--- config.mk ---
export PLATFORM = sky130hd
export DESIGN_NAME = path_name_classifier
export DESIGN_NICKNAME = d
export VERILOG_FILES = /design/src/sv/pnc_pkg.sv /design/src/sv/path_name_classifier.sv /design/src/sv/pnc_in_stage.sv /design/src/sv/pnc_core.sv /design/src/sv/pnc_out_stage.sv
export SDC_FILE = /design/constraint.sdc
export NUM_CORES = 1
export LEC_CHECK = 0
export BUFFER_PORTS_ARGS = -buffer_cell sky130_fd_sc_hd__buf_2
export CAP_MARGIN = 20
export CORE_MARGIN = 2
export CORE_UTILIZATION = 40
export CTS_CLUSTER_SIZE = 8
export DETAILED_ROUTE_END_ITERATION = 6
export PLACE_DENSITY_LB_ADDON = 0.15
export SYNTH_ARGS = -nofsm -noshare
export SYNTH_HDL_FRONTEND = slang
export SYNTH_SLANG_ARGS = --single-unit
--- constraint.sdc ---
create_clock -name clk -period 7.5 [get_ports clk]
set_clock_uncertainty 0.1 [all_clocks]
set_input_delay 0.75 -clock clk [delete_from_list [all_inputs] [get_ports clk]]
set_output_delay 0.75 -clock clk [all_outputs]
set_load 0.03 [all_outputs]
--- src/sv/pnc_pkg.sv ---
// ============================================================================
// pnc_pkg
// Shared types and constants for the path name classifier.
// ============================================================================
package pnc_pkg;

    // Width of one name byte and of the reported depth field
    localparam int CH_W    = 8;
    localparam int DEPTH_W = 8;

    // Default depth ceiling
    localparam int MAX_DEPTH_DEF = 255;

    // Byte handed from the input register to the classifier core
    typedef struct packed {
        logic            valid;
        logic [CH_W-1:0] ch;
    } pnc_byte_t;

    // One classification result
    typedef struct packed {
        logic               invalid;
        logic               has_drive;
        logic               has_path;
        logic               absolute;
        logic               ends_slash;
        logic               hp_drive;
        logic               name_empty;
        logic               single_dot;
        logic               double_dot;
        logic [DEPTH_W-1:0] depth;
    } pnc_res_t;

endpackage

--- src/sv/path_name_classifier.sv ---
// ============================================================================
// path_name_classifier
// Streams a path name byte by byte and reports its classification.
// ============================================================================
// One name byte is taken per cycle, back to back, with no gaps needed
// between names. A byte is held in the input register, then updates
// the classification state; the result of a name is presented in the cycle
// after its zero terminator transfers. Only a terminator can be held back:
// it waits in the input register while the result register is full and
// stalled, and the byte channel stalls with it. No start-up pass is needed
// after reset. Depth counts non-root separators and stops at MAX_DEPTH; the
// depth port shows its low eight bits.
module path_name_classifier #(
    parameter int MAX_DEPTH = pnc_pkg::MAX_DEPTH_DEF
) (
    input  logic                        clk,
    input  logic                        rst_n,
    input  logic                        byte_valid,
    output logic                        byte_stall,
    input  logic [pnc_pkg::CH_W-1:0]    ch,
    output logic                        res_valid,
    input  logic                        res_stall,
    output logic                        invalid,
    output logic                        has_drive,
    output logic                        has_path,
    output logic                        absolute,
    output logic                        ends_slash,
    output logic                        hp_drive,
    output logic                        name_empty,
    output logic                        single_dot,
    output logic                        double_dot,
    output logic [pnc_pkg::DEPTH_W-1:0] depth
);
    import pnc_pkg::*;

    pnc_byte_t step;
    logic      res_room;
    logic      core_valid;
    pnc_res_t  core_res;
    pnc_res_t  res_q;

    pnc_in_stage u_in (
        .clk        (clk),
        .rst_n      (rst_n),
        .byte_valid (byte_valid),
        .byte_stall (byte_stall),
        .ch         (ch),
        .res_room   (res_room),
        .step       (step)
    );

    pnc_core #(
        .MAX_DEPTH (MAX_DEPTH)
    ) u_core (
        .clk       (clk),
        .rst_n     (rst_n),
        .step      (step),
        .res_valid (core_valid),
        .res       (core_res)
    );

    pnc_out_stage u_out (
        .clk       (clk),
        .rst_n     (rst_n),
        .load      (core_valid),
        .res_in    (core_res),
        .res_stall (res_stall),
        .res_valid (res_valid),
        .room      (res_room),
        .res_out   (res_q)
    );

    // Result fields
    assign invalid    = res_q.invalid;
    assign has_drive  = res_q.has_drive;
    assign has_path   = res_q.has_path;
    assign absolute   = res_q.absolute;
    assign ends_slash = res_q.ends_slash;
    assign hp_drive   = res_q.hp_drive;
    assign name_empty = res_q.name_empty;
    assign single_dot = res_q.single_dot;
    assign double_dot = res_q.double_dot;
    assign depth      = res_q.depth;

endmodule

--- src/sv/pnc_in_stage.sv ---
// ============================================================================
// pnc_in_stage
// Input register for name bytes. A non-terminator byte always moves on in
// the next cycle; a terminator waits here until the result register has room.
// ============================================================================
module pnc_in_stage (
    input  logic                   clk,
    input  logic                   rst_n,
    input  logic                   byte_valid,
    output logic                   byte_stall,
    input  logic [pnc_pkg::CH_W-1:0] ch,
    input  logic                   res_room,
    output pnc_pkg::pnc_byte_t     step
);
    import pnc_pkg::*;

    logic            valid_reg;
    logic            valid_next;
    logic [CH_W-1:0] ch_reg;
    logic            go;
    logic            accept;

    // Held byte leaves when it is not a terminator or the result can be stored
    assign go         = valid_reg && ((ch_reg != '0) || res_room);
    assign byte_stall = valid_reg && !go;
    assign accept     = byte_valid && !byte_stall;
    assign valid_next = accept || (valid_reg && !go);

    always_ff @(posedge clk or negedge rst_n)
    begin
        if (!rst_n)
        begin
            valid_reg <= 1'b0;
        end
        else
        begin
            valid_reg <= valid_next;
        end
    end

    // Payload register, no reset needed
    always_ff @(posedge clk)
    begin
        if (accept)
        begin
            ch_reg <= ch;
        end
    end

    assign step.valid = go;
    assign step.ch    = ch_reg;

endmodule

--- src/sv/pnc_core.sv ---
// ============================================================================
// pnc_core
// Per-name classification state. Each byte updates flags, the byte position,
// the directory depth and the kind of the last component; the terminator
// produces the result and returns the state to its initial values.
// ============================================================================
module pnc_core #(
    parameter int MAX_DEPTH = pnc_pkg::MAX_DEPTH_DEF
) (
    input  logic               clk,
    input  logic               rst_n,
    input  pnc_pkg::pnc_byte_t step,
    output logic               res_valid,
    output pnc_pkg::pnc_res_t  res
);
    import pnc_pkg::*;

    localparam int DIR_W = $clog2(MAX_DEPTH + 1);

    // Character codes
    localparam logic [CH_W-1:0] CH_NUL    = 8'h00;
    localparam logic [CH_W-1:0] CH_SPACE  = 8'h20;
    localparam logic [CH_W-1:0] CH_QUOTE  = 8'h22;
    localparam logic [CH_W-1:0] CH_STAR   = 8'h2A;
    localparam logic [CH_W-1:0] CH_DOT    = 8'h2E;
    localparam logic [CH_W-1:0] CH_SLASH  = 8'h2F;
    localparam logic [CH_W-1:0] CH_COLON  = 8'h3A;
    localparam logic [CH_W-1:0] CH_LT     = 8'h3C;
    localparam logic [CH_W-1:0] CH_GT     = 8'h3E;
    localparam logic [CH_W-1:0] CH_QMARK  = 8'h3F;
    localparam logic [CH_W-1:0] CH_BSLASH = 8'h5C;
    localparam logic [CH_W-1:0] CH_BAR    = 8'h7C;

    // Byte position saturates here
    localparam logic [2:0] POS_SAT = 3'd4;

    typedef enum logic [3:0] {
        DRV_NONE      = 4'b0001,
        DRV_HP_OPEN   = 4'b0010,
        DRV_DOS       = 4'b0100,
        DRV_HP_CLOSED = 4'b1000
    } drive_t;

    typedef enum logic [4:0] {
        K_EMPTY = 5'b00001,
        K_ONE   = 5'b00010,
        K_TWO   = 5'b00100,
        K_DOTS  = 5'b01000,
        K_OTHER = 5'b10000
    } kind_t;

    logic             bad_reg,      bad_next;
    drive_t           mode_reg,     mode_next;
    logic             drive_reg,    drive_next;
    logic             path_reg,     path_next;
    logic             abs_reg,      abs_next;
    logic             hp_reg,       hp_next;
    logic [2:0]       pos_reg,      pos_next;
    logic             after_reg,    after_next;
    logic             slash_reg,    slash_next;
    logic [DIR_W-1:0] dir_reg,      dir_next;
    kind_t            kind_reg,     kind_next;

    logic c_illegal;
    logic c_dot;
    logic c_dsp;
    logic c_slash;
    logic at_drive_end;
    logic bad_final;

    // Byte decode
    assign c_illegal = (step.ch[7:5] == 3'b000) || (step.ch == CH_QUOTE) ||
                       (step.ch == CH_STAR) || (step.ch == CH_LT) ||
                       (step.ch == CH_GT) || (step.ch == CH_QMARK) ||
                       (step.ch == CH_BAR);
    assign c_dot     = (step.ch == CH_DOT);
    assign c_dsp     = c_dot || (step.ch == CH_SPACE);
    assign c_slash   = (step.ch == CH_SLASH) || (step.ch == CH_BSLASH);

    // Slash right where the drive part ends makes the path rooted
    assign at_drive_end = ((mode_reg == DRV_NONE)      && (pos_reg == 3'd0)) ||
                          ((mode_reg == DRV_DOS)       && (pos_reg == 3'd2)) ||
                          ((mode_reg == DRV_HP_CLOSED) && (pos_reg == 3'd3));

    // A trailing ".." followed by one or more dots or spaces is rejected
    assign bad_final = bad_reg || (kind_reg == K_DOTS);

    // Next state and result
    always_comb
    begin
        bad_next   = bad_reg;
        mode_next  = mode_reg;
        drive_next = drive_reg;
        path_next  = path_reg;
        abs_next   = abs_reg;
        hp_next    = hp_reg;
        pos_next   = pos_reg;
        after_next = after_reg;
        slash_next = slash_reg;
        dir_next   = dir_reg;
        kind_next  = kind_reg;
        res_valid  = 1'b0;
        res        = '0;

        if (step.valid)
        begin
            if (step.ch != CH_NUL)
            begin
                if (!bad_reg)
                begin
                    if (c_illegal)
                    begin
                        bad_next = 1'b1;
                    end
                    else if (step.ch == CH_COLON)
                    begin
                        // Colon: HP drive open, DOS drive, or HP drive close
                        if (pos_reg == 3'd0)
                        begin
                            mode_next = DRV_HP_OPEN;
                        end
                        else if (pos_reg == 3'd1)
                        begin
                            if (mode_reg == DRV_HP_OPEN)
                            begin
                                bad_next = 1'b1;
                            end
                            else
                            begin
                                mode_next  = DRV_DOS;
                                drive_next = 1'b1;
                            end
                        end
                        else if (pos_reg == 3'd2)
                        begin
                            if (mode_reg != DRV_HP_OPEN)
                            begin
                                bad_next = 1'b1;
                            end
                            else
                            begin
                                mode_next  = DRV_HP_CLOSED;
                                drive_next = 1'b1;
                                hp_next    = 1'b1;
                            end
                        end
                        else
                        begin
                            bad_next = 1'b1;
                        end
                        after_next = 1'b1;
                        slash_next = 1'b0;
                        kind_next  = K_EMPTY;
                    end
                    else if (c_slash)
                    begin
                        // Separator: root mark or one more directory level
                        if (mode_reg == DRV_HP_OPEN)
                        begin
                            bad_next = 1'b1;
                        end
                        else
                        begin
                            path_next = 1'b1;
                            if (at_drive_end)
                            begin
                                abs_next = 1'b1;
                            end
                            else if (after_reg)
                            begin
                                bad_next = 1'b1;
                            end
                            else if (dir_reg < DIR_W'(MAX_DEPTH))
                            begin
                                dir_next = dir_reg + 1'b1;
                            end
                        end
                        after_next = 1'b1;
                        slash_next = 1'b1;
                        kind_next  = K_EMPTY;
                    end
                    else
                    begin
                        after_next = 1'b0;
                        slash_next = 1'b0;
                        unique case (kind_reg)
                            K_EMPTY: kind_next = c_dot ? K_ONE : K_OTHER;
                            K_ONE:   kind_next = c_dot ? K_TWO : K_OTHER;
                            K_TWO:   kind_next = c_dsp ? K_DOTS : K_OTHER;
                            K_DOTS:  kind_next = c_dsp ? K_DOTS : K_OTHER;
                            K_OTHER: kind_next = K_OTHER;
                            default: kind_next = K_OTHER;
                        endcase
                    end
                end
                if (pos_reg < POS_SAT)
                begin
                    pos_next = pos_reg + 3'd1;
                end
            end
            else
            begin
                // Terminator: report and start over
                res_valid   = 1'b1;
                res.invalid = bad_final;
                if (!bad_final)
                begin
                    res.has_drive  = drive_reg;
                    res.has_path   = path_reg;
                    res.absolute   = abs_reg;
                    res.ends_slash = slash_reg;
                    res.hp_drive   = hp_reg;
                    res.name_empty = (kind_reg == K_EMPTY);
                    res.single_dot = (kind_reg == K_ONE);
                    res.double_dot = (kind_reg == K_TWO);
                    res.depth      = DEPTH_W'(dir_reg);
                end
                bad_next   = 1'b0;
                mode_next  = DRV_NONE;
                drive_next = 1'b0;
                path_next  = 1'b0;
                abs_next   = 1'b0;
                hp_next    = 1'b0;
                pos_next   = '0;
                after_next = 1'b1;
                slash_next = 1'b0;
                dir_next   = '0;
                kind_next  = K_EMPTY;
            end
        end
    end

    always_ff @(posedge clk or negedge rst_n)
    begin
        if (!rst_n)
        begin
            bad_reg   <= 1'b0;
            mode_reg  <= DRV_NONE;
            drive_reg <= 1'b0;
            path_reg  <= 1'b0;
            abs_reg   <= 1'b0;
            hp_reg    <= 1'b0;
            pos_reg   <= '0;
            after_reg <= 1'b1;
            slash_reg <= 1'b0;
            dir_reg   <= '0;
            kind_reg  <= K_EMPTY;
        end
        else
        begin
            bad_reg   <= bad_next;
            mode_reg  <= mode_next;
            drive_reg <= drive_next;
            path_reg  <= path_next;
            abs_reg   <= abs_next;
            hp_reg    <= hp_next;
            pos_reg   <= pos_next;
            after_reg <= after_next;
            slash_reg <= slash_next;
            dir_reg   <= dir_next;
            kind_reg  <= kind_next;
        end
    end

endmodule

--- src/sv/pnc_out_stage.sv ---
// ============================================================================
// pnc_out_stage
// Result register. Holds one classification until the consumer takes it.
// ============================================================================
module pnc_out_stage (
    input  logic              clk,
    input  logic              rst_n,
    input  logic              load,
    input  pnc_pkg::pnc_res_t res_in,
    input  logic              res_stall,
    output logic              res_valid,
    output logic              room,
    output pnc_pkg::pnc_res_t res_out
);
    import pnc_pkg::*;

    logic     valid_reg;
    logic     valid_next;
    pnc_res_t data_reg;

    // Free when empty or being taken this cycle
    assign room       = !valid_reg || !res_stall;
    assign valid_next = load || (valid_reg && res_stall);

    always_ff @(posedge clk or negedge rst_n)
    begin
        if (!rst_n)
        begin
            valid_reg <= 1'b0;
        end
        else
        begin
            valid_reg <= valid_next;
        end
    end

    always_ff @(posedge clk)
    begin
        if (load)
        begin
            data_reg <= res_in;
        end
    end

    assign res_valid = valid_reg;
    assign res_out   = data_reg;

endmodule

==> results of run 1 <==
[worst max path at each step]
stage                                     to  cells after the start
after floorplan           u_core.mode_reg[3]                      5
after global placement      u_out.res_out[9]                      6
after detailed placement    u_out.res_out[8]                      6
after CTS                   u_out.res_out[8]                      6
after global routing       u_core.dir_reg[2]                      6
final                      u_core.dir_reg[2]                      6
[cell type report]
cell class	instances	area, µm²
multi-input cells	179	1130
well taps	77	96.3
repair buffers	32	185
clock buffers	5	68.8
inverters	13	48.8
flip-flops and latches	53	1450
fillers	590	3400
clock inverters	3	41.3
[per-layer routing]
metal | GRT usage (%) | vias to the layer above
met2 | 25.0 | 44
met1 | 19.8 | 942
li1 | - | 993
met3 | 3.46 | 4
met4 | 4.33 | 0
met5 | 0 | -
[cell usage after synthesis (4+ instances only)]
master / instances
dfrtp_1: 26
a21oi_1: 9
inv_1: 13
a31o_2: 5
o21ai_0: 17
clkbuf_1: 6
nor3_1: 8
nor2_1: 24
ha_1: 6
nand2_1: 26
edfxtp_1: 25
and3_1: 15
buf_2: 4
nand2b_1: 5
[metrics by stage]
step | utilization (%) | setup WS [ns] | cell area [µm²]
global placement | 45.0 | 4.43 | 2890
detailed placement | 45.0 | 4.34 | 2890
global route | 47.1 | 4.34 | 3030
floorplan | - | 5.10 | 2690
finish | 47.1 | 4.51 | 3030
CTS | 46.7 | 4.32 | 3000
[power by group]
group / switching, mW / leakage, nW / internal [mW] / total, mW
combinational: 0.0407 / 0.618 / 0.0320 / 0.0726
sequential: 0.0223 / 0.570 / 0.320 / 0.343
clock: 0.0917 / 0.0518 / 0.0983 / 0.190
total: 0.155 / 1.24 / 0.451 / 0.605
[cell families (layout without fill, tap and decap cells)]
logic type / Yosys count / count (layout) / share of synthesized area, %
simple gates: 114 / 114 / 23.8
compound gates: 55 / 55 / 14.1
flops: 53 / 53 / 54.0
buf+inv: 24 / 53 / 3.91
fa+ha+maj: 6 / 6 / 2.79
xor+xnor: 3 / 3 / 0.976
mux: 1 / 1 / 0.372
[critical path: stages, from the launching register on]
cell and delay, ns:
edfxtp_1 0.47, or4_1 0.61, or2_0 0.55, a21o_2 0.41, a21oi_2 0.39, a21oi_1 0.13, a31o_2 0.22
==> impl_results.md, run 1 <==
- Status: finished, final reports clean
- DR WL/cell: 14.3 µm
- GP Congestion: 0.895
- Worst R2R Path Depth: 6
- Tcrit/Tclk final: between 30% and 40%
- CTS-repair resized insts: 0
- GR Overflow Total: 0
- Post-Syn Nets: 274
- Ys async rst share: 52.8%
- Worst-path clk slew: about 0.09 ns
- Total power: 0.605 mW
- Ys Warns: 0
- First drt pass iteration count: 4
- # rows: 29
- Largest net degree at the start of global routing: 40
- Final Hold Viols: 0
- Top cells by area, synth: edfxtp_1 28%, dfrtp_1 24%, nand2_1 3.6%, and3_1 3.5%, nor2_1 3.3%
- Power Density: 200 nW/µm²
- Via density: around 5.5
- Post-Route Setup TNS: 0 ns
- Final Net Count: approximately 300
- Initial core utilization: a little over two fifths
- Minimum clock period: around 3 ns
- Layout cells sized above 1: between 20% and 30%
- Top cell type's share of synthesized area: 27.9%
- Max_cap viols: 0
- CTS sink cnt: 53
- Sequential area share after synthesis: 54.0%
- First-pass GRT wire length: between 8 and 9 mm
- CP arrival: ~3 ns
- Remaining antenna violation count after routing: 0
- Core ar.: 6420 µm²
- RSZ-0062 raised after global routing: false
- CP Launch Point: u_in.ch_reg[1]
- Max FFs per register: 17
- Cts hold-fix bufs: 0
- CP startpoint kind: register
- Required time of the critical path: around 7.6 ns
- TritonCTS clock tree: yes
- M1 wire length: 2.47 mm
- Drt drc: 0
- Initial antenna violation count: 0
- Mapped Cells: between 200 and 300
- Top sig layer: met4
- IO Count: 31
- Met2 wire len: between 2 and 2.5 mm
- Htree depth: 2
- Most frequent cells in the layout: 30 x buf_2, 26 x nand2_1, 26 x dfrtp_1
- Die H: 86.0 µm
- Number of synthesized flops with an enable pin: 25
- Crit path capture type: register
- Fin Hold WS: between 0.3 and 0.4 ns
- Area delta synth->final: 12.5%
- WL met3: roughly 220 µm
- P_leak: about 1.2 nW
- # setup viols final: 0
- Clock tree buffer depth: 2
- Reg2reg end: u_core.dir_reg[2]
- Mapped Avg Cell Area: roughly 11 µm²
- CP max FO: 14
- Total track usage: 15.1%
- VDD IR max: between 0.00008 and 0.00009 V
- Max Freq: 0.334 GHz
- Non-filler cells, final: approximately 360
- Quantity of I/O buffers inserted on ports: 30
- Die W: ~86 µm
- Final slew viol count: 0
- CTS Buf Count: 5
- ANT cells: 0
- Slew @ Worst Pin: 0.979 ns
- Worst R2R Setup Slack: ~4.5 ns
- Initial DRC Count: approximately 110
- Synth area leader: edfxtp_1
- Seq cells post-synth: 53
- Leading cell type in the layout, fill and taps excluded: buf_2
- Post-Route WL: 5.17 mm
- Reg2reg start: u_in.ch_reg[1]
- Die footprint: 7400 µm²
- Vias: about 2000
- Rel. slew slack: roughly 34%
- Worst-skew pair later-pin latency: 0.31 ns
- CTS root buffer: clkbuf_8
- DPL Wire Length: around 3.7 mm
- Crit Path Class: reg -> reg
- Dpl cells: 353
- Unique masters post-synth: 57
- Postcts setup bufs: 0
- Worst hold path type: in -> async
- Mapped Area: 2690 µm²
- Vias in the first global route: 1871
- Top FF cell, synth: dfrtp_1
Note: power is estimated with default switching activity, not from simulation.
==> run 2: changes to the inputs <==
Settings changed: ABC_AREA set to 1.
Clock period 7.5 ns to 2.5 ns, I/O delays scaled along.
==> impl_results.md, run 2 <==
- Cts hold-fix bufs: 1 (+1)
- Core ar.: 6790 µm² (+5.8%)
- Fill cell total of the finished layout: 687 (+16%)
- Dpl cells: 468 (+33%)
- Max FFs per register: 17 (unchanged)
- Post-Syn Nets: 361 (+32%)
- Number of synthesized flops with an enable pin: 25 (unchanged)
- CTS sink cnt: 53 (unchanged)
- Initial core utilization: 41.1% (-0.76 points)
- CP max FO: 19 (+5)
- ANT cells: 0 (unchanged)
- Max Freq: 0.476 GHz (+42%)
- Most frequent cell after synthesis: nand2_1
- Drt drc: 0 (unchanged)
- Clock tree buffer depth: 2 (unchanged)
- Slew @ Worst Pin: 0.658 ns (-0.321 ns)
- Ys async rst share: 52.8% (unchanged)
- Synth top cells by count: 74 x nand2_1, 63 x nor2_1, 56 x inv_1
- CP arrival: 2.05 ns (-1.04 ns)
- Required time of the critical path: 2.45 ns (-5.15 ns)
- # rows: 30 (+3.4%)
- Total power: 1.71 mW (+180%)
- Busiest metal layer after global routing: met2
- TritonCTS clock tree: yes
- DPL Wire Length: 4.12 mm (+12%)
- GR Overflow Total: 0 (unchanged)
- Worst-path clk slew: 0.09 ns (about the same)
- Clock share of power: 28.5% (-2.9 points)
- Die footprint: 7670 µm² (+3.7%)
- Tcrit/Tclk final: 84.0% (+44 points)
- Status: finished, final reports clean
- DR WL/cell: 11.3 µm (-21%)
- Remaining antenna violation count after routing: 0 (unchanged)
- Met1 usage: 20.8% (+1.0 points)
- Vias: 2130 (+7.4%)
- Postcts setup bufs: 0 (unchanged)
- Power Density: 540 nW/µm² (+170%)
- CTS Buf Count: 5 (unchanged)
- RSZ-0062 raised after global routing: false
- VDD IR max: 0.000236 V (+190%)
- IO Count: 31 (unchanged)
- Initial DRC Count: 146 (+34%)
- CTS-repair resized insts: 0 (unchanged)
- Top cells by area, synth: edfxtp_1 27%, dfrtp_1 23%, nand2_1 9.9%, nor2_1 8.5%, inv_1 7.5%
- Die W: 87.6 µm (+1.8%)
- Max_cap viols: 0 (unchanged)
- Unique masters post-synth: 31 (-46%)
- Rel. slew slack: 56.2% (+22 points)
- Htree depth: 2 (unchanged)
- Worst-skew pair later-pin latency: 0.31 ns (about the same)
- Final slew viol count: 0 (unchanged)
- CTS root buffer: clkbuf_8
- Initial antenna violation count: 0 (unchanged)
- Post-Route Setup TNS: 0 ns (unchanged)
- Switch share: 27.6% (+2.1 points)
- Post-Route WL: 5.40 mm (+4.3%)
- Synth area leader: edfxtp_1
- Final Net Count: 398 (+32%)
- Minimum clock period: 2.10 ns (-0.890 ns)
- Leading cell type in the layout, fill and taps excluded: nand2_1
- First drt pass iteration count: 4 (unchanged)
- Reg power frac: 58.9% (+2.3 points)
- Area delta synth->final: 13.0%
- Met3 track demand over resource: 2.54% (-0.92 points)
- Mapped Avg Cell Area: 8.15 µm² (-22%)
- Mapped Area: 2800 µm² (+3.9%)
- # setup viols final: 0 (unchanged)
- Worst hold path type: in -> reg
- Via density: 4.47 (-18%)
- Seq cells post-synth: 53 (unchanged)
- Internal Dissipation: 1.23 mW (+170%)
- Sequential area share after synthesis: 52.0% (-2.0 points)
- Die H: 87.6 µm (+1.8%)
- Crit Path Class: reg -> reg
- Ys Warns: 0 (unchanged)
- Non-filler cells, final: 477 (+32%)
- CP startpoint kind: register
- Grt met2 use: 24.0% (-0.98 points)
- GP Congestion: 0.805 (-10%)
- First-pass GRT wire length: 9.12 mm (+3.0%)
- Layout cells sized above 1: 15.5% (-5.9 points)
- Most frequent cells in the layout: 74 x nand2_1, 63 x nor2_1, 56 x inv_1
- Top cell type's share of synthesized area: 26.9% (-1.0 points)
- Crit path capture type: register
- Top FF cell, synth: dfrtp_1
- Vias in the first global route: 1977 (+5.7%)
- Mapped Cells: 343 (+34%)
- Final Hold Viols: 0 (unchanged)
- Total track usage: 14.9% (-0.17 points)
- Net load switching power: 0.471 mW (+200%)
- Share of total power in combinational logic: 12.6% (+0.6 points)
- Quantity of I/O buffers inserted on ports: 30 (unchanged)
- P_leak: 1.54 nW (+25%)
- Largest net degree at the start of global routing: 29 (-28%)
## run 2: cell count changes after synthesis, moves of 7 or more
cell     previous run  this run
nand3_1             3        28
and3_1             15         0
nand2_1            26        74
nor3_1              8         1
nor2_1             24        63
inv_1              13        56
## run 2: worst paths after layout
path | start | endpoint | slack (ns) | cells past startpoint
max | u_in.ch_reg[0] | u_out.res_out[8] | 0.40 | 9
min | ch[7] | u_in.ch_reg[7] | 0.02 | 1
max reg2reg | u_in.ch_reg[0] | u_out.res_out[8] | 0.40 | 9
min reg2reg | u_core.mode_reg[0] | u_core.mode_reg[0] | 0.39 | 2
max in group asynchronous | rst_n | u_core.mode_reg[2] | 1.47 | 2
min in group asynchronous | rst_n | u_core.dir_reg[2] | 0.40 | 2
## run 2: per-layer routing
layer | up-vias | routed length, µm
li1 | 1151 | -
met4 | 0 | 57
met2 | 39 | 2460
met5 | - | 0
met3 | 6 | 177
met1 | 934 | 2700
## run 2: critical path, stage by stage, from the launching register on
cell      delay, ns
edfxtp_1       0.45
nor2_2         0.15
nand2_1        0.11
nor2_4         0.17
nand2_1        0.11
nand2_1        0.19
inv_2          0.13
nand2_2        0.16
inv_2          0.07
buf_4          0.21
## run 2: cells by family (layout without fill, tap and decap cells)
group                      count (synthesis)  in the layout  synth area share, %
and+or+nand+nor                          179            179                 27.3
buffers and inverters                     65            103                 9.44
DFF                                       53             53                 52.0
AOI/OAI and AO/OA                         34             34                 6.71
adders and majority gates                  6              6                 2.69
xor gates and xnor gates                   6              6                 1.88
## run 2: power groups by stage
stage	logic (mW)	clock network [mW]	registers (mW)
after floorplan	0.156	0	1.01
after global placement	0.215	0	1.02
after detailed placement	0.216	0	1.02
after CTS	0.218	0.505	1.01
after global routing	0.252	0.528	1.01
final	0.214	0.486	1.00
## run 2: cell type report
class	instances	area, µm²	area share, %
tap	96	120	3.80
timing repair buffer	35	190	6.02
clock inverter	3	22.5	0.713
inverter	60	225	7.13
sequential	53	1450	46.0
clock buffer	5	68.8	2.18
multi-input combinational	225	1080	34.1
## run 2: stage by stage
stage                     hold slack [ns]  instance area [µm²]  setup WS (ns)  util (%)
final                              0.0176                 3160          0.400      46.5
after global routing               0.0122                 3160          0.191      46.5
after CTS                          0.0119                 3160          0.354      46.5
after detailed placement            0.221                 3060          0.358      45.0
after global placement              0.216                 3060          0.401      45.0
after floorplan                    -0.146                 2800          0.558         -
